**config.mk**
```make
export PLATFORM = sky130hd
export DESIGN_NAME = dep_ctrl
export DESIGN_NICKNAME = d
export VERILOG_FILES = /design/src/rtl/dep_pkg.sv /design/src/rtl/dep_ctrl.sv
export SDC_FILE = /design/constraint.sdc
export NUM_CORES = 1
export LEC_CHECK = 0
export ABC_AREA = 0
export BUFFER_PORTS_ARGS = -buffer_cell sky130_fd_sc_hd__buf_4
export CAP_MARGIN = 10
export CORE_AREA = 10 10 47 49
export CTS_BUF_LIST = sky130_fd_sc_hd__clkbuf_16
export CTS_CLUSTER_SIZE = 16
export DETAILED_ROUTE_END_ITERATION = 10
export DIE_AREA = 0 0 57 59
export GPL_TIMING_DRIVEN = 0
export PLACE_DENSITY = 0.69
export SYNTH_ARGS = -nofsm -noshare
export SYNTH_HDL_FRONTEND = slang
export SYNTH_SLANG_ARGS = --single-unit
```
**constraint.sdc**
```tcl
create_clock -name clk_i -period 2.8 [get_ports clk_i]
set_clock_uncertainty 0.05 [all_clocks]
set_input_delay 0.14 -clock clk_i [delete_from_list [all_inputs] [get_ports clk_i]]
set_output_delay 0.14 -clock clk_i [all_outputs]
set_load 0.1 [all_outputs]
```
**src/rtl/dep_pkg.sv**
```systemverilog
package dep_pkg;

  // Default sizes of the queue.
  localparam int unsigned CAPACITY_DEF  = 256;
  localparam int unsigned ID_BITS_DEF   = 20;
  localparam int unsigned PRIO_BITS_DEF = 24;
  localparam int unsigned STATUS_BITS   = 2;

  // Request codes; the fourth code is unused and ignored.
  typedef enum logic [1:0] {
    REQ_INSERT  = 2'd0,
    REQ_POP_MAX = 2'd1,
    REQ_POP_MIN = 2'd2
  } req_e;

  // Result status codes.
  typedef enum logic [STATUS_BITS-1:0] {
    ST_OK    = 2'd0,
    ST_EMPTY = 2'd1,
    ST_FULL  = 2'd2
  } status_e;

  // Commands from the controller to the datapath.
  typedef struct packed {
    logic    ins_we;
    logic    scan_start;
    logic    want_max;
    logic    seq_step;
    logic    shift_start;
    logic    pop_finish;
    logic    st_set;
    status_e st_val;
    logic    load_out;
  } cmd_t;

  // Status from the datapath to the controller.
  typedef struct packed {
    logic full;
    logic empty;
    logic seq_done;
    logic out_free;
  } stat_t;

endpackage

```
**src/rtl/dep_ctrl.sv**
```systemverilog
module dep_ctrl
  import dep_pkg::*;
(
  input  logic       clk_i,
  input  logic       rst_ni,
  input  logic       in_valid_i,
  output logic       in_ready_o,
  input  logic [1:0] req_type_i,
  input  stat_t      stat_i,
  output cmd_t       cmd_o
);

  typedef enum logic [3:0] {
    S_IDLE  = 4'b0001,
    S_SCAN  = 4'b0010,
    S_SHIFT = 4'b0100,
    S_RESP  = 4'b1000
  } state_e;

  state_e state_q, state_d;
  logic   accept;

  assign in_ready_o = (state_q == S_IDLE);
  assign accept     = in_valid_i && in_ready_o;

  // Next state and command decode.
  always_comb begin
    state_d = state_q;
    cmd_o   = '0;
    cmd_o.st_val = ST_OK;
    case (state_q)
      S_IDLE: begin
        if (accept) begin
          case (req_type_i)
            REQ_INSERT: begin
              if (stat_i.full) begin
                cmd_o.st_set = 1'b1;
                cmd_o.st_val = ST_FULL;
                state_d      = S_RESP;
              end else begin
                cmd_o.ins_we = 1'b1;
              end
            end
            REQ_POP_MAX, REQ_POP_MIN: begin
              if (stat_i.empty) begin
                cmd_o.st_set = 1'b1;
                cmd_o.st_val = ST_EMPTY;
                state_d      = S_RESP;
              end else begin
                cmd_o.scan_start = 1'b1;
                cmd_o.want_max   = (req_type_i == REQ_POP_MAX);
                state_d          = S_SCAN;
              end
            end
            default: ;
          endcase
        end
      end
      S_SCAN: begin
        if (stat_i.seq_done) begin
          cmd_o.shift_start = 1'b1;
          state_d           = S_SHIFT;
        end else begin
          cmd_o.seq_step = 1'b1;
        end
      end
      S_SHIFT: begin
        if (stat_i.seq_done) begin
          cmd_o.pop_finish = 1'b1;
          cmd_o.st_set     = 1'b1;
          cmd_o.st_val     = ST_OK;
          state_d          = S_RESP;
        end else begin
          cmd_o.seq_step = 1'b1;
        end
      end
      S_RESP: begin
        if (stat_i.out_free) begin
          cmd_o.load_out = 1'b1;
          state_d        = S_IDLE;
        end
      end
      default: state_d = S_IDLE;
    endcase
  end

  always_ff @(posedge clk_i or negedge rst_ni) begin
    if (!rst_ni) begin
      state_q <= S_IDLE;
    end else begin
      state_q <= state_d;
    end
  end

endmodule

```
==> results of run 1 <==
[what timing repair did]
| action | 4_1_cts | 5_1_grt |
|---|---|---|
| setup buffers | 0 | 0 |
| endpoints found under the setup margin | 0 | 0 |
| hold buffers | 1 | 0 |
| endpoints found under the hold margin | 4 | 0 |
[final cells by class]
cell class / count / area share
inverter: 5 / 0.0246
clock inverter: 1 / 0.00493
buffer: 4 / 0.0542
clock buffer: 3 / 0.0985
multi-input combinational: 40 / 0.458
timing repair buffer: 20 / 0.200
sequential: 4 / 0.133
tap: 16 / 0.0263
[power by group]
part / total [mW] / switching, mW / leakage (nW) / internal, mW
Combinational: 0.314 / 0.213 / 0.278 / 0.102
Sequential: 0.0778 / 0.00564 / 0.0512 / 0.0721
Clock: 0.230 / 0.0450 / 0.0423 / 0.185
[how the worst min path moves through the flow]
stage               from         end  depth (start not counted)
2_1_floorplan     rst_ni  state_q[1]                          0
3_3_place_gp      rst_ni  state_q[1]                          1
3_5_place_dp      rst_ni  state_q[1]                          1
4_1_cts        stat_i[0]  state_q[3]                          3
5_1_grt        stat_i[0]  state_q[3]                          3
6_report       stat_i[0]  state_q[3]                          3
[kinds of logic (layout without fill, tap and decap cells)]
| kind of cell | Yosys count | in the layout | share of synthesized area |
|---|---|---|---|
| flip-flops | 4 | 4 | 0.209 |
| AO/OA/AOI/OAI | 9 | 9 | 0.147 |
| adder cells (fa/ha/maj) | 3 | 3 | 0.0773 |
| XOR/XNOR | 1 | 1 | 0.0180 |
| AND/OR/NAND/NOR | 26 | 26 | 0.405 |
| multiplexers | 1 | 1 | 0.0206 |
| buffers and inverters | 9 | 33 | 0.124 |
[cells in the mapped netlist (all sizes together)]
cell    number  area share
nor3         2       0.021
nor2b        2       0.026
and2         1       0.013
and4bb       1       0.026
and4b        1       0.021
nand2b       1       0.013
dfstp        1       0.054
a21oi        2       0.021
or3b         1       0.018
o21a         2       0.031
o32ai        2       0.036
a211o        1       0.018
or4b         1       0.028
nor3b        2       0.041
a21o         1       0.015
nand2        5       0.044
nor2         4       0.031
buf          4       0.085
ha           3       0.077
nor4         2       0.039
inv          5       0.039
dfrtp        3        0.15
xnor2        1       0.018
nor4b        3       0.085
o31ai        1       0.026
mux2i        1       0.021
[routing by layer]
layer / share of wire / wire, um / vias up
li1: - / - / 239
met5: 0 / 0 / -
met4: 0.018 / 23 / 0
met2: 0.51 / 653 / 16
met1: 0.40 / 520 / 207
met3: 0.071 / 92 / 2
[layout by cell type, fill, tap and decap left out, types with 3 or more instances in the layout]
cell type  netlist  final
dfrtp_1          3      3
ha_1             3      3
buf_6            3      3
nand2_1          4      4
inv_1            5      6
buf_4            1     20
nor2_1           4      4
clkbuf_16        0      3
[stage by stage]
step	instances	hold slack, ps	util	instance area, sq um
finish	93	187	0.544	762
detailed placement	88	-114	0.480	673
floorplan	53	-206	-	510
global route	93	199	0.544	762
CTS	93	188	0.544	762
global placement	88	-114	0.480	673
[critical path, cell delays in order, from the launching register on]
cell	delay, ps
dfrtp_1	360
buf_6	140
nor4b_4	360
nand2_2	190
o31ai_4	230
buf_4	320
==> impl_metrics.yaml, run 1 <==
routing:
  first_iter_violations: 8
  routedWlPerCell_um: 13.9
  drc: 0
  drt_first_pass_iters: 4
  vias_per_cell: 4.99
  antenna_left: 0
  num_vias: 464
  finalWirelength_um: 1290
sta:
  tns_ps: 0
  worst_slew_pin_slew_ps: 322
  max_freq_ghz: 0.495
  maxSlewViolCount: 0
  slew_headroom: 0.784
  timing.final.crit_period_ps: 2020
  fin_ws_ps: 781
  finalCritPeriodShare: 0.721
  rsz0062_at_grt: "no"
  hold_violations: 0
  setup_violations: 0
clocking:
  cts.sinks: 4
  cts.path.max_buffers: 2
  cts-root-buf: "clkbuf_16"
  path_clk_slew_ps: 30
  clkLatencyLatePin_ps: 230
  tritoncts: "built"
  htree_levels: 1
  cts_made_buffers: 3
  cts_resized: 0
logic_synthesis:
  synth-seq-cells: 4
  netlist_instances: 53
  synth.yosys.seq_area_share: 0.209
  synth_nets: 65
  syn_avg_cell_area_sq_um: 9.16
  yosys_warnings: 0
  synth.distinct_cells: 31
  netlist_area_sq_um: 485
global_route:
  grt_max_degree: 11
  grt_pass1_wl_um: 2170
  met3_usage: 0.0258
  grt_pass1_vias: 494
  track_usage: 0.0808
  gr-usage-met1: 0.0748
  busiest_layer: "met2"
  gr-total-overflow: 0
  met2_usage: 0.146
  antenna_found_initial: 0
setup_path:
  crit_end: "cmd_o[3]"
  r2r-start: "state_q[1]"
  crit_type: "flop to primary output"
  cp-end-kind: "primary output"
  crit_fanout: 10
  reg2regPathDepth: 4
  arrival_ps: 1830
  cp-start-kind: "flop"
  r2r-end: "state_q[0]"
  required_ps: 2610
  startpoint: "state_q[3]"
  r2r_slack_ps: 1400
worst_hold_path:
  worstHoldPathType: "input pin to flop"
power:
  p_leak_nw: 0.371
  finalPower_mw: 0.622
  irDropWorstVdd_uv: 536
  p_per_area_nw_per_um2: 816
layout:
  area_growth_syn_to_layout_pct: 57.0
  n_antenna_cell: 0
  largest_reg_flops: 4
  final-seq-area_sq_um: 101
  drive_above_1_share: 0.481
  multi_input_area_sq_um: 349
  nNetsFinal: 90
  regMostFlops: "state_q"
  n_fill_cell: 139
  top_regs: "state_q (4)"
floorplanning:
  ios: 20
  num_rows: 14
  die_x_um: 57
  start_util: 0.346
  die_h_um: 59
  die-area_sq_um: 3360
  coreArea_sq_um: 1400
placement:
  gp_congestion: 0.691
  place_hpwl_um: 973
  dp_slack_ps: 1030
  port_buffers: 19
flow_run:
  max_cap_viol_count: 0
run_status:
  status: "finished, final reports clean"
No activity file was read; power rests on OpenSTA's default activity.
==> run 2: changes to the inputs <==
==> constraint.sdc (replaced) <==
create_clock -name clk_i -period 1.9 [get_ports clk_i]
set_clock_uncertainty 0.05 [all_clocks]
set_input_delay 0.095 -clock clk_i [delete_from_list [all_inputs] [get_ports clk_i]]
set_output_delay 0.095 -clock clk_i [all_outputs]
set_load 0.1 [all_outputs]
==> run 2 against run 1 <==
Wire length is 7.9% higher. Clock power is 45% higher. Sequential power is 49% higher. Hold slack worse by 49 ps. Via count is 7.1% higher. Largest power group unchanged. Combinational power is 83% higher. Cell count is 6.5% higher. Global-route usage is 0.20 points higher. Die area stayed put. First-iteration DRC count is 75% lower.
==> impl_metrics.yaml, run 2 (synthesis gave the netlist of run 1 again) <==
global_route:
  track_usage: 0.0828
  antenna_found_initial: 0
  grt_pass1_vias: 503
  grt_max_degree: 11
  gr-total-overflow: 0
  grt_pass1_wl_um: 2250
worst_hold_path:
  worstHoldPathType: "input pin to flop"
  hold_depth: 3
  holdPathEnd: "state_q[3]"
  hold_start: "stat_i[0]"
routing:
  drt_first_pass_iters: 3
  vias_per_cell: 5.02
  antenna_left: 0
  first_iter_violations: 2
  routedWlPerCell_um: 14.1
  drc: 0
  num_vias: 497
  finalWirelength_um: 1390
power:
  switchingPower_mw: 0.430
  seq_power_share: 0.113
  p_leak_nw: 0.427
  irDropWorstVdd_uv: 493
  p_sw_frac: 0.420
  p_per_area_nw_per_um2: 1160
  finalPower_mw: 1.02
  clockPowerShare: 0.327
  pwr-share-comb: 0.561
  p_int_mw: 0.594
sta:
  setup_violations: 0
  timing.final.crit_period_ps: 1850
  finalCritPeriodShare: 0.972
  rsz0062_at_grt: "yes"
  holdWs_ps: 138
  maxSlewViolCount: 0
  worst_slew_pin_slew_ps: 317
  fin_ws_ps: 53.6
  tns_ps: 0
  max_freq_ghz: 0.542
  slew_headroom: 0.787
  hold_violations: 0
setup_path:
  r2r-end: "state_q[0]"
  crit_type: "flop to primary output"
  slowest_stage: "dfrtp_1"
  crit_fanout: 6
  r2r_slack_ps: 390
  required_ps: 1750
  arrival_ps: 1700
  r2r-start: "state_q[1]"
  crit_chain: "buf_6 -> nor4b_4 -> nand2_4 -> nor3b_4 -> buf_12"
  reg2regPathDepth: 5
  cp-end-kind: "primary output"
  cpPeakStageDelay_ps: 360
  cp-start-kind: "flop"
layout:
  mostFrequentLayoutCells: "buf_4, inv_1, buf_6"
  nNetsFinal: 96
  n_fill_cell: 114
  regMostFlops: "state_q"
  layout_commonest_cell: "buf_4"
  top_regs: "state_q (4)"
  n_antenna_cell: 0
  drive_above_1_share: 0.542
  area_growth_syn_to_layout_pct: 82.5
  largest_reg_flops: 4
  stdcell_count: 99
floorplanning:
  die-area_sq_um: 3360
  coreArea_sq_um: 1400
  ios: 20
  start_util: 0.346
  num_rows: 14
  die_x_um: 57
  die_h_um: 59
placement:
  dp_slack_ps: 158
  gp_congestion: 0.694
  port_buffers: 19
  dpl.cell_count: 88
  place_hpwl_um: 1010
clocking:
  cts.path.max_buffers: 2
  cts-root-buf: "clkbuf_16"
  clkLatencyLatePin_ps: 230
  htree_levels: 1
  path_clk_slew_ps: 30
  tritoncts: "built"
  cts.sinks: 4
  cts_made_buffers: 3
run_status:
  status: "finished, final reports clean"
flow_run:
  max_cap_viol_count: 0
-- run 2: changes by cell type in the layout (fill, tap and decap cells not counted), moves of 2 or more --
cell and change:
buf_12 +2, buf_4 +2, buf_6 +2, nor2_1 -2, nor2_2 +2, nor3b_2 -2
nor3b_4 +2, nor4_2 -2, nor4_4 +2
-- run 2: through the flow --
stage	area, sq um	util
final	886	0.632
after global routing	886	0.632
after CTS	831	0.593
after detailed placement	723	0.516
after global placement	723	0.516
after floorplan	561	-
-- run 2: timing repair --
item	CTS	global route
hold buffers	1	0
hold endpoints to repair	4	0
gates resized for setup	3	4
endpoints found under the setup margin	6	5
pin swaps	1	1
buffers inserted	1	5
-- run 2: power groups by stage --
stage,logic (mW),clock network (mW),registers (mW)
after global placement,0.497,0,0.116
after global routing,0.606,0.345,0.117
after CTS,0.528,0.337,0.116
after floorplan,0.409,0,0.115
after detailed placement,0.498,0,0.116
final,0.574,0.334,0.116
-- run 2: cell type report --
class | count | area, sq um | area share
multi-input cells | 40 | 395 | 0.446
repair buffers | 26 | 226 | 0.256
flip-flops and latches | 4 | 101 | 0.114
clock buffers | 3 | 75.1 | 0.0847
plain buffers | 4 | 45.0 | 0.0508
well taps | 16 | 20.0 | 0.0226
inverters | 5 | 18.8 | 0.0212
clock inverters | 1 | 3.75 | 0.00424
-- run 2: metal layers --
layer,wire length (um),vias up,track usage
met5,0,-,0
met2,718,15,0.132
met4,12,0,0.0503
li1,-,252,-
met3,96,2,0.0386
met1,566,228,0.0874
-- run 2: how the worst max path moves through the flow --
stage | from | endpoint
2_1_floorplan | state_q[1] | cmd_o[7]
3_3_place_gp | state_q[1] | cmd_o[3]
3_5_place_dp | state_q[1] | cmd_o[3]
4_1_cts | state_q[3] | cmd_o[9]
5_1_grt | state_q[3] | cmd_o[7]
6_report | state_q[3] | cmd_o[7]
-- run 2: worst max-delay path, delay by kind of cell (launching register included) --
family	cells	cell delay [ps]
AND/OR/NAND/NOR	3	780
flip-flops	1	360
buffers and inverters	2	330
==> run 3: changes to the inputs <==
==> constraint.sdc (replaced) <==
create_clock -name clk_i -period 1.9 [get_ports clk_i]
set_clock_uncertainty 0.05 [all_clocks]
set_input_delay 0.095 -clock clk_i [delete_from_list [all_inputs] [get_ports clk_i]]
set_output_delay 0.095 -clock clk_i [all_outputs]
set_load 0.005 [all_outputs]
==> run 3 against run 2 <==
Sequential power is essentially flat. Via count decreased by 2.6%. Clock power grew 3%. Global-route usage shrank 0.42 points. Sequential cell count unchanged. Maximum frequency increased by 3.6%. Cell count shrank 6.1%. Worst setup slack improved by 64 ps. Critical path depth stayed put. Utilization fell by 11 points. First-iteration DRC count increased to 5.0 times the previous value. Count of clock-buffer cells in the layout is the same.
==> impl_metrics.yaml, run 3 (synthesis gave the netlist of run 1 again) <==
run_status:
  status: "finished, final reports clean"
sta:
  setup_violations: 0
  worst_slew_pin_slew_ps: 325
  maxSlewViolCount: 0
  finalCritPeriodShare: 0.938
  max_freq_ghz: 0.561
  tns_ps: 0
  hold_violations: 0
  rsz0062_at_grt: "no"
  slew_headroom: 0.783
  timing.final.crit_period_ps: 1780
placement:
  dpl.cell_count: 88
  port_buffers: 19
  gp_congestion: 0.719
  place_hpwl_um: 970
power:
  p_leak_nw: 0.368
  p_int_mw: 0.524
  p_sw_frac: 0.288
  seq_power_share: 0.155
  switchingPower_mw: 0.212
  p_per_area_nw_per_um2: 998
  irDropWorstVdd_uv: 629
  pwr-share-comb: 0.379
  clockPowerShare: 0.466
clocking:
  path_clk_slew_ps: 30
  post_cts_buffers: 0
  tritoncts: "built"
  cts.path.max_buffers: 2
  clkLatencyLatePin_ps: 230
  cts_resized: 0
  htree_levels: 1
  cts.sinks: 4
  cts-root-buf: "clkbuf_16"
  cts_made_buffers: 3
  ctsHoldBuffers: 1
layout:
  area_growth_syn_to_layout_pct: 51.8
  n_antenna_cell: 0
  stdcell_count: 93
  top_regs: "state_q (4)"
  largest_reg_flops: 4
  regMostFlops: "state_q"
  nNetsFinal: 90
  final_util: 0.526
  drive_above_1_share: 0.442
  layout_commonest_cell: "buf_4"
  mostFrequentLayoutCells: "buf_4, inv_1, nand2_1, nor2_1"
setup_path:
  slowest_stage: "dfrtp_1"
  r2r_slack_ps: 470
  cp-start-kind: "flop"
  cp-end-kind: "primary output"
  crit_type: "flop to primary output"
  required_ps: 1750
  crit_chain: "buf_6 -> nor4b_4 -> nand2_2 -> o31ai_2 -> buf_4"
  crit_fanout: 10
  arrival_ps: 1640
  cpPeakStageDelay_ps: 360
floorplanning:
  die_x_um: 57
  coreArea_sq_um: 1400
  ios: 20
  start_util: 0.346
  num_rows: 14
  die_h_um: 59
  die-area_sq_um: 3360
global_route:
  grt_max_degree: 11
  grt_pass1_vias: 529
  track_usage: 0.0786
  antenna_found_initial: 0
  gr-total-overflow: 0
  grt_pass1_wl_um: 2130
flow_run:
  max_cap_viol_count: 0
routing:
  vias_per_cell: 5.20
  drc: 0
  routedWlPerCell_um: 13.7
  drt_first_pass_iters: 4
  num_vias: 484
  first_iter_violations: 10
  antenna_left: 0
  finalWirelength_um: 1270
worst_hold_path:
  worstHoldPathType: "input pin to flop"
-- run 3: power by group through the flow --
| stage | clock network, mW | registers, mW | logic, mW |
|---|---|---|---|
| floorplan | 0 | 0.114 | 0.191 |
| global placement | 0 | 0.115 | 0.278 |
| detailed placement | 0 | 0.116 | 0.278 |
| CTS | 0.346 | 0.115 | 0.281 |
| global route | 0.351 | 0.117 | 0.306 |
| finish | 0.343 | 0.114 | 0.279 |
-- run 3: metrics by stage --
step	hold WS (ps)	cell area (sq um)	power, mW	worst slack [ps]
after floorplan	-251	485	0.306	552
after global placement	-160	648	0.393	375
after detailed placement	-159	648	0.394	347
after CTS	147	737	0.743	106
after global routing	162	737	0.774	5.03
final	153	737	0.735	117
-- run 3: worst paths after layout --
path | startpoint | end | cells past startpoint
worst max-delay path | state_q[3] | cmd_o[3] | 5
worst min-delay path | stat_i[0] | state_q[3] | 3
worst max register to register | state_q[0] | state_q[3] | 4
worst min register to register | state_q[3] | state_q[2] | 2
max in group asynchronous | rst_ni | state_q[0] | 2
min in group asynchronous | rst_ni | state_q[1] | 2
-- run 3: area by class of cell --
cell class | instances | area [sq um]
plain buffers | 4 | 41.3
clock buffers | 3 | 75.1
clock inverters | 1 | 3.75
fillers | 144 | 664
inverters | 5 | 18.8
multi-input cells | 40 | 324
flip-flops and latches | 4 | 101
well taps | 16 | 20.0
repair buffers | 20 | 153
-- run 3: per-layer routing --
layer  vias up  share of wire  GRT usage  wire length [um]
li1        237              -          -                 -
met4         0          0.041     0.0705                52
met3         6           0.10     0.0279               132
met2        25           0.45      0.135               571
met5         -              0          0                 0
met1       216           0.41     0.0722               515
-- run 3: critical path, delay by kind of cell (launching register included) --
family	cells	cell delay [ps]
and+or+nand+nor	2	530
AOI/OAI and AO/OA	1	230
DFF	1	360
buffers and inverters	2	290
